$ cat src/design/sfdm_pkg.sv
// Package for the stereo feedback delay mixer.
// Shared widths, register codes, FSM and handshake types, saturation helper.
// No dependencies.
`default_nettype none

package sfdm_pkg;

    // Sample and register widths
    localparam int SAMPLE_BITS    = 24;
    localparam int SUM_W          = SAMPLE_BITS + 4;
    localparam int DELAY_W        = 25;
    localparam int FB_W           = 16;
    localparam int MIX_W          = 17;
    localparam int CFG_IDX_W      = 3;
    localparam int CFG_DATA_W     = 25;
    localparam int LINE_DEPTH_DEF = 65536;

    // Limits and reset values of the registers
    localparam logic [FB_W-1:0]    FEEDBACK_MAX  = FB_W'(62259);
    localparam logic [MIX_W-1:0]   MIX_FULL      = MIX_W'(65536);
    localparam logic [DELAY_W-1:0] DELAY_RST     = DELAY_W'(1536000);
    localparam logic [FB_W-1:0]    FEEDBACK_RST  = FB_W'(19661);
    localparam logic [MIX_W-1:0]   MIX_RST       = MIX_W'(32768);

    // Register index codes
    typedef enum logic [CFG_IDX_W-1:0] {
        REG_BYPASS      = 3'd0,
        REG_LEFT_DELAY  = 3'd1,
        REG_RIGHT_DELAY = 3'd2,
        REG_FEEDBACK    = 3'd3,
        REG_WET_MIX     = 3'd4
    } t_cfg_reg;

    // Controller states
    typedef enum logic [1:0] {
        S_IDLE,
        S_INTERP,
        S_MUL,
        S_COMMIT
    } t_state;

    // Controller to datapath commands
    typedef struct packed {
        logic load;     // latch frame, start memory reads
        logic interp;   // register interpolated sample
        logic mul;      // register feedback and mix products
        logic commit;   // write memories, advance pointer, load output
    } t_cmd;

    // Datapath to controller status
    typedef struct packed {
        logic out_free; // output register empty or drained this cycle
    } t_sts;

    // Saturate a wide signed sum to the sample width
    function automatic logic [SAMPLE_BITS-1:0] sat(input logic [SUM_W-1:0] x);
        logic [SAMPLE_BITS-1:0] res;
        if (x[SUM_W-1:SAMPLE_BITS-1] == '0 || x[SUM_W-1:SAMPLE_BITS-1] == '1) begin
            res = x[SAMPLE_BITS-1:0];
        end else if (x[SUM_W-1]) begin
            res = {1'b1, {(SAMPLE_BITS-1){1'b0}}};
        end else begin
            res = {1'b0, {(SAMPLE_BITS-1){1'b1}}};
        end
        return res;
    endfunction

endpackage

`default_nettype wire

$ cat src/design/sfdm_ctrl.sv
// Frame sequencer of the delay mixer: steps one frame through load,
// interpolation, multiply and commit. Uses sfdm_pkg.
`default_nettype none

module sfdm_ctrl (
    input  wire                  i_clk,
    input  wire                  i_rst_n,
    input  wire                  i_in_valid,
    input  wire sfdm_pkg::t_sts  i_sts,
    output logic                 o_in_ready,
    output sfdm_pkg::t_cmd       o_cmd
);

    sfdm_pkg::t_state r_state;
    sfdm_pkg::t_state n_state;

    always_ff @(posedge i_clk) begin
        if (!i_rst_n) begin
            r_state <= sfdm_pkg::S_IDLE;
        end else begin
            r_state <= n_state;
        end
    end

    // Next state
    always_comb begin
        n_state = r_state;
        unique case (r_state)
            sfdm_pkg::S_IDLE: begin
                if (i_in_valid) n_state = sfdm_pkg::S_INTERP;
            end
            sfdm_pkg::S_INTERP: n_state = sfdm_pkg::S_MUL;
            sfdm_pkg::S_MUL:    n_state = sfdm_pkg::S_COMMIT;
            sfdm_pkg::S_COMMIT: begin
                if (i_sts.out_free) n_state = sfdm_pkg::S_IDLE;
            end
            default: n_state = sfdm_pkg::S_IDLE;
        endcase
    end

    // Outputs
    always_comb begin
        o_in_ready   = 1'b0;
        o_cmd        = '0;
        unique case (r_state)
            sfdm_pkg::S_IDLE: begin
                o_in_ready = 1'b1;
                o_cmd.load = i_in_valid;
            end
            sfdm_pkg::S_INTERP: o_cmd.interp = 1'b1;
            sfdm_pkg::S_MUL:    o_cmd.mul    = 1'b1;
            sfdm_pkg::S_COMMIT: o_cmd.commit = i_sts.out_free;
            default: o_cmd = '0;
        endcase
    end

endmodule

`default_nettype wire

$ cat config.mk
export PLATFORM = sky130hd
export DESIGN_NAME = sfdm_ctrl
export DESIGN_NICKNAME = d
export VERILOG_FILES = /design/src/design/sfdm_pkg.sv /design/src/design/sfdm_ctrl.sv
export SDC_FILE = /design/constraint.sdc
export NUM_CORES = 1
export LEC_CHECK = 0
export ABC_AREA = 1
export BUFFER_PORTS_ARGS = -buffer_cell sky130_fd_sc_hd__buf_2
export CAP_MARGIN = 20
export CORE_AREA = 2 2 39 41
export DETAILED_ROUTE_END_ITERATION = 8
export DIE_AREA = 0 0 41 43
export SYNTH_ARGS = -nofsm -noshare
export SYNTH_HDL_FRONTEND = slang
export SYNTH_SLANG_ARGS = --single-unit
$ cat constraint.sdc
create_clock -name i_clk -period 1.17 [get_ports i_clk]
set_input_delay 0.0585 -clock i_clk [delete_from_list [all_inputs] [get_ports i_clk]]
set_output_delay 0.0585 -clock i_clk [all_outputs]
set_load 0.03 [all_outputs]
==> out/qor.yml, run 1 <==
outcome:
  status: "finished, final reports clean"
timing:
  tns_ns: 0
  min_period_ns: 1.10
  hold_viol: 0
  tightestPinTransition_ns: 0.154
  slew_headroom_pct: 89.8
  drv_slew: 0
  skew_ns: 0.00305
  rsz0062_at_grt: "false"
  timing.fmax_mhz: 910
  setup_viol: 0
  finalCritPeriodShare_pct: 93.9
setup_path:
  crit_required_ns: 1.11
  cp_data_arrival_time_ns: 1.04
  worstSetupPathType: "reg -> out"
  crit_slowest_cell: "dfxtp_2"
  cp_max_fo: 4
  startpoint_type: "flip-flop"
  slowest_delay_ns: 0.35
  path_cells: "inv_2 > ha_4 > nand2_1 > inv_1 > buf_4"
  end_kind: "primary output"
clock_network:
  cts.sinks: 2
  hold_buffers: 0
  root_buffer: "clkbuf_4"
  cts.path.max_buffers: 2
  clk_latency_ns: 0.22
  clk_pin_slew_ns: 0.03
  h-tree-depth: 1
  tritoncts: "built"
  cts_made_buffers: 3
  post_cts_buffers: 0
detailed_routing:
  wl_per_cell_um: 6.38
  drtIter0Drc: 2
  ant_nets: 0
  firstDrtPassIters: 2
  wl_um: 338
  vias: 178
  via_per_inst: 3.36
  drc_errors: 0
flow_run:
  cap_violations: 0
finish:
  biggestRegsByFlops: "r_state x2"
  drive_gt1_share_pct: 54.1
  antenna_cells: 0
  final_cell_mix: "buf_2 (6), nand2_1 (5), inv_1 (5)"
  nNetsFinal: 47
  area_growth_pct: 58.7
  top_register: "r_state"
  largest_register_ffs: 2
  mostFrequentLayoutCell: "buf_2"
pwr:
  powerDensity_mw_per_mm2: 2720
  leakage_nw: 0.164
  power_w: 0.000773
  irDropWorstVdd_mv: 0.670
global_route:
  overflow: 0
  grt_usage_pct: 6.01
  grt_pass1_wl_um: 600
  antenna_found_initial: 0
  grt_max_degree: 5
  grt_pass1_vias: 154
synth:
  ys_seq_area_share_pct: 22.4
  synth_cell_types: 8
  syn_nets: 34
  synth.top_cell.area_share_pct: 28.0
  synth_area_um2: 179
  yosys_register_bits: 2
  synth.avg_cell_area_um2: 6.88
  synth.largest_area_cell: "ha_1"
  netlist_instances: 26
  yosys_warnings: 0
  yosys-top-cells-area: "ha_1 (28%), dfxtp_1 (22%), inv_1 (15%)"
floorplanning:
  fp.dieH_um: 43
  io_pins: 9
  design.core.area_mm2: 0.00138
  rows: 14
  die_area_mm2: 0.00176
  dieWidth_um: 41
  start_util_pct: 12.9
worst_hold_path:
  hp-class: "in -> reg"
placement:
  dp_hpwl_um: 266
  port_buffers: 8
  gp_congestion: 0.560
repair_timing:
| item | 4_1_cts | 5_1_grt |
|---|---|---|
| resized for setup | 3 | 5 |
| gates cloned | 0 | 0 |
| pin swaps | 0 | 1 |
| setup endpoints to repair | 1 | 2 |
kinds of logic (layout without fill, tap and decap cells):
family / after synthesis / count (layout) / synth area share (%)
simple gates: 11 / 11 / 29.4
buf+inv: 7 / 18 / 14.7
fa+ha+maj: 4 / 4 / 28.0
compound gates: 2 / 2 / 5.59
flops: 2 / 2 / 22.4
cell usage after synthesis:
cell type and instances:
a21oi_1 2, nor2_1 3, inv_1 7, nand3_2 1
nand2_2 2, nand2_1 5, ha_1 4, dfxtp_1 2
metal layers:
layer / share of wire (%) / vias up / global-route usage (%)
met5: 0 / - / 0
met4: 0 / 0 / 8.00
met3: 10 / 0 / 6.28
met2: 46 / 6 / 6.25
met1: 43 / 73 / 5.11
li1: - / 99 / -
where the power goes:
group	internal, W	leakage, nW	total, W	switching [W]
sequential	0.000105	0.0172	0.000142	0.0000366
clock	0.000113	0.0138	0.000152	0.0000384
combinational	0.000183	0.133	0.000480	0.000297
total	0.000401	0.164	0.000773	0.000372
final timing paths:
path                                 start          to  slack (ns)  cells after the start
worst max-delay path            r_state[1]    o_cmd[3]        0.07                      5
worst min-delay path               i_rst_n  r_state[1]        0.06                      3
worst max register to register  r_state[0]  r_state[0]        0.20                      6
worst min register to register  r_state[0]  r_state[0]        0.51                      2
through the flow:
stage | hold WS, ns | util, % | cells | setup slack, ns | cell area (um2)
2_1_floorplan | 0.179 | - | 26 | 0.0744 | 181
5_1_grt | 0.0888 | 20.5 | 53 | 0.00818 | 284
3_5_place_dp | 0.305 | 17.5 | 50 | 0.123 | 241
4_1_cts | 0.0562 | 19.4 | 53 | 0.0191 | 269
3_3_place_gp | 0.298 | 17.5 | 50 | 0.147 | 241
6_report | 0.0638 | 20.5 | 53 | 0.0714 | 284
final cells by class:
| cell class | instances | area (um2) |
|---|---|---|
| multi-input combinational | 17 | 128 |
| clock buffer | 3 | 22.5 |
| tap | 16 | 20.0 |
| sequential | 2 | 42.5 |
| timing repair buffer | 8 | 45.0 |
| fill | 166 | 1100 |
| inverter | 7 | 26.3 |
critical path: cells and delay by family (launching register included):
kind | cells | cell delay [ns]
adder cells (fa/ha/maj) | 1 | 0.16
buffers and inverters | 3 | 0.24
flip-flops | 1 | 0.35
AND/OR/NAND/NOR | 1 | 0.05
No activity file was read; power rests on OpenSTA's default activity.
==> run 2: changes to the inputs <==
- ABC_AREA: 1 -> 0
==> run 2 against run 1 <==
Area after synthesis is 4.2% lower. Clock power is essentially flat. Critical path depth is 1 lower. Worst setup slack got worse by 0.026 ns. Synthesized cell count is 31% lower. Largest cell class unchanged.
==> out/qor.yml, run 2 <==
setup_path:
  reg2regPathDepth: 4
  crit_start: "r_state[1]"
  rr_endpoint: "r_state[0]"
  startpoint_type: "flip-flop"
  worstSetupPathType: "reg -> out"
  rr_startpoint: "r_state[1]"
  end_kind: "primary output"
  rrSetupSlack_ns: 0.06
  cp_max_fo: 4
  crit_required_ns: 1.11
  cp_data_arrival_time_ns: 1.07
placement:
  dp.cells: 43
  gp_congestion: 0.568
  dpl_cell_area_um2: 265
  dp_slack_ns: 0.0345
  port_buffers: 8
  dp_hpwl_um: 273
finish:
  final_cell_mix: "buf_2 (6), clkbuf_4 (3)"
  nFillCells: 159
  antenna_cells: 0
  biggestRegsByFlops: "r_state x2"
  top_register: "r_state"
  nNetsFinal: 40
  drive_gt1_share_pct: 70.0
  stdcell_count: 46
  mostFrequentLayoutCell: "buf_2"
  fin_area_um2: 304
  largest_register_ffs: 2
  area_growth_pct: 77.4
outcome:
  status: "finished, final reports clean"
clock_network:
  clk_latency_ns: 0.22
  root_buffer: "clkbuf_4"
  clk_pin_slew_ns: 0.03
  cts_made_buffers: 3
  h-tree-depth: 1
  cts.path.max_buffers: 2
  cts.sinks: 2
  tritoncts: "built"
  post_cts_buffers: 0
floorplanning:
  start_util_pct: 12.4
  fp.dieH_um: 43
  io_pins: 9
  dieWidth_um: 41
  rows: 14
  design.core.area_mm2: 0.00138
  die_area_mm2: 0.00176
synth:
  synth.avg_cell_area_um2: 9.52
  syn_nets: 26
  synth_cell_types: 11
  yosys_register_bits: 2
  ys_seq_area_share_pct: 23.4
  synth-main-ff-cell: "dfxtp_1"
  yosysMostFrequentCell: "ha_1"
  synth_edf_count: 0
  synthArstFlopShare_pct: 0
  synth.top_cell.area_share_pct: 29.2
  netlist_instances: 18
  synthTopCellsByCount: "ha_1 (4), inv_1 (3), dfxtp_1 (2), nand2_1 (2)"
  yosys_warnings: 0
  yosys-top-cells-area: "ha_1 (29%), dfxtp_1 (23%), nor2b_4 (8.0%)"
  synth_area_um2: 171
  synth.largest_area_cell: "ha_1"
timing:
  drv_slew: 0
  setup_viol: 0
  min_period_ns: 1.13
  hold_viol: 0
  rsz0062_at_grt: "true"
  setup_slack_ns: 0.0449
  tightestPinTransition_ns: 0.168
  timing.fmax_mhz: 889
  slew_headroom_pct: 88.8
  skew_ns: 0.00572
  finalCritPeriodShare_pct: 96.2
global_route:
  grt_pass1_vias: 118
  grt_pass1_wl_um: 496
  antenna_found_initial: 0
  overflow: 0
  grt_usage_pct: 5.01
  grt_max_degree: 5
detailed_routing:
  drtIter0Drc: 1
  dr_wl_met3_um: 41
  top_layer: "met3"
  ant_nets: 0
  drc_errors: 0
  via_per_inst: 3.46
  vias: 159
  wl_per_cell_um: 7.98
  wl_met2_um: 168
  wl_met1_um: 157
  wl_um: 367
  firstDrtPassIters: 2
worst_hold_path:
  hold_path_depth: 3
  hp-class: "in -> reg"
  hold_end: "r_state[1]"
  hp-start: "i_rst_n"
flow_run:
  cap_violations: 0
pwr:
  leakage_nw: 0.141
  powerDensity_mw_per_mm2: 2310
  irDropWorstVdd_mv: 0.556
run 2: kinds of logic (layout without fill, tap and decap cells):
family,count (synthesis),count (layout),synth area share [%]
flip-flops,2,2,23.4
adder cells (fa/ha/maj),4,4,29.2
AO/OA/AOI/OAI,3,3,14.6
AND/OR/NAND/NOR,5,5,20.4
buffers and inverters,3,15,6.57
multiplexers,1,1,5.84
run 2: worst max-delay path: stages (launching register included):
cell	delay [ns]
dfxtp_4	0.36
inv_2	0.05
ha_4	0.16
and2_1	0.14
buf_6	0.13
run 2: final cells by class:
class                           instances  area, um2  share of cell area (%)
Clock buffer                            3       22.5                    7.41
Inverter                                3       11.3                    3.70
Multi-Input combinational cell         13        145                    47.7
Sequential cell                         2       45.0                    14.8
Tap cell                               16       20.0                    6.58
Timing Repair Buffer                    9       60.1                    19.8
run 2: metal layers:
metal,vias up,global-route usage [%]
met5,-,0
met4,0,2.00
met3,0,7.85
li1,82,-
met1,68,4.79
met2,9,5.31
run 2: where the power goes:
group,total (W),internal (W),switching (W)
Clock,0.000151,0.000113,0.0000381
Sequential,0.000134,0.000104,0.0000306
Combinational,0.000417,0.000176,0.000241
run 2: how the worst max path moves through the flow:
stage / cells past startpoint / endpoint
floorplan: 4 / r_state[0]
global placement: 4 / r_state[0]
finish: 4 / o_cmd[3]
detailed placement: 4 / r_state[0]
global route: 4 / o_cmd[3]
CTS: 3 / o_cmd[0]
run 2: what timing repair did:
action	4_1_cts	5_1_grt
endpoints found under the setup margin	1	2
hold buffers	0	0
gates resized for setup	5	4
pin swaps	0	0
run 2: stage by stage:
step	power (W)	util [%]	hold WS [ns]	TNS, ns
final	0.000703	22.0	0.120	0
after global routing	0.000764	22.0	0.144	-0.00711
after CTS	0.000709	21.2	0.121	0
after detailed placement	0.000526	19.2	0.350	0
after global placement	0.000522	19.2	0.343	0
after floorplan	0.000456	-	0.197	0
==> run 3: changes to the inputs <==
- ABC_AREA: 0 -> 1
- PLACE_DENSITY: default -> 0.41
==> run 3 against run 2 <==
Highest routed layer is now met4. Cell count up 17%. First-iteration DRC count down 100%. Largest power group unchanged. Routed wire length up 1.4%. Non-clock buffer count unchanged. Via count up 21%. Clock skew down 0.0031 ns. Final area down 4.1%.
==> out/qor.yml, run 3 (synthesized netlist as in run 1, its figures left out) <==
setup_path:
  startpoint_type: "flip-flop"
  end_kind: "primary output"
  cp_data_arrival_time_ns: 1.04
  rr_endpoint: "r_state[0]"
  reg2regPathDepth: 6
  worstSetupPathType: "reg -> out"
  cp_max_fo: 4
  crit_start: "r_state[0]"
  rr_startpoint: "r_state[0]"
  cp-endpoint: "o_cmd[3]"
  crit_required_ns: 1.11
  rrSetupSlack_ns: 0.20
finish:
  area_growth_pct: 62.9
  nNetsFinal: 48
  biggestRegsByFlops: "r_state x2"
  largest_register_ffs: 2
  mostFrequentLayoutCell: "buf_2"
  antenna_cells: 0
  drive_gt1_share_pct: 55.3
  top_register: "r_state"
  fin_util_pct: 21.1
  final_cell_mix: "buf_2 (6), nand2_1 (5), inv_1 (5)"
timing:
  slew_headroom_pct: 89.9
  setup_viol: 0
  drv_slew: 0
  tns_ns: 0
  min_period_ns: 1.10
  hold_viol: 0
  rsz0062_at_grt: "false"
  tightestPinTransition_ns: 0.153
  timing.fmax_mhz: 908
  skew_ns: 0.00258
  timing.hold.ws_ns: 0.0633
  finalCritPeriodShare_pct: 94.2
clock_network:
  h-tree-depth: 1
  cts.path.max_buffers: 2
  cts.sinks: 2
  root_buffer: "clkbuf_4"
  cts_made_buffers: 3
  tritoncts: "built"
  clk_pin_slew_ns: 0.03
  clk_latency_ns: 0.23
placement:
  gp_congestion: 0.606
  port_buffers: 8
  dp_hpwl_um: 284
floorplanning:
  dieWidth_um: 41
  fp.dieH_um: 43
  start_util_pct: 12.9
  io_pins: 9
  design.core.area_mm2: 0.00138
  rows: 14
  die_area_mm2: 0.00176
global_route:
  overflow: 0
  grt_pass1_vias: 160
  antenna_found_initial: 0
  grt_pass1_wl_um: 565
  grt_usage_pct: 5.51
  grt_max_degree: 5
detailed_routing:
  vias: 192
  drc_errors: 0
  wl_per_cell_um: 6.89
  wl_um: 372
  via_per_inst: 3.56
  drtIter0Drc: 0
  ant_nets: 0
  firstDrtPassIters: 1
pwr:
  powerDensity_mw_per_mm2: 2750
  leakage_nw: 0.169
  irDropWorstVdd_mv: 0.434
worst_hold_path:
  hold_path_depth: 3
  hp-class: "in -> reg"
outcome:
  status: "finished, final reports clean"
flow_run:
  cap_violations: 0
run 3: cell types whose count changed in the layout (fill, tap and decap cells not counted), sizes merged, moves of 2 or more:
cell	change
nor2	+3
and2	-2
inv	+4
nand2	+5
run 3: area by class of cell:
type | instances | area [um2]
clock buffers | 3 | 22.5
fillers | 159 | 1090
inverters | 7 | 26.3
multi-input cells | 17 | 128
flip-flops and latches | 2 | 42.5
well taps | 16 | 20.0
repair buffers | 9 | 52.6
run 3: report_power, final:
part	internal (W)	switching, W
registers	0.000105	0.0000375
clock network	0.000113	0.0000421
logic	0.000201	0.000303
run 3: metal layers:
| metal | global-route usage [%] | wire length, um | up-vias |
|---|---|---|---|
| met5 | 0 | 0 | - |
| li1 | - | - | 102 |
| met1 | 3.51 | 131 | 81 |
| met4 | 6.00 | 14 | 0 |
| met3 | 4.71 | 36 | 2 |
| met2 | 8.13 | 189 | 7 |
run 3: worst max-delay path, cell delays in order, from the launching register on:
cell and delay, ns:
dfxtp_2 0.35, inv_2 0.06, ha_4 0.17, nand2_1 0.05
inv_1 0.03, buf_4 0.15
run 3: timing repair:
action | 4_1_cts | 5_1_grt
setup endpoints to repair | 2 | 1
hold buffers | 0 | 0
resized for setup | 3 | 5
buffers inserted | 1 | 0
run 3: through the flow:
step,area (um2),power [W],setup slack (ns),cells
6_report,292,0.000803,0.0681,54
3_3_place_gp,241,0.000578,0.113,50
3_5_place_dp,241,0.000579,0.101,50
2_1_floorplan,181,0.000494,0.0744,26
5_1_grt,292,0.000888,0.00567,54
4_1_cts,277,0.000778,0.00544,54
run 3: how the worst min path moves through the flow:
stage | startpoint | endpoint | slack, ns
finish | i_rst_n | r_state[1] | 0.06
detailed placement | i_rst_n | r_state[1] | 0.31
CTS | i_rst_n | r_state[1] | 0.06
global placement | i_rst_n | r_state[1] | 0.30
global route | i_rst_n | r_state[1] | 0.07
floorplan | i_rst_n | r_state[1] | 0.18
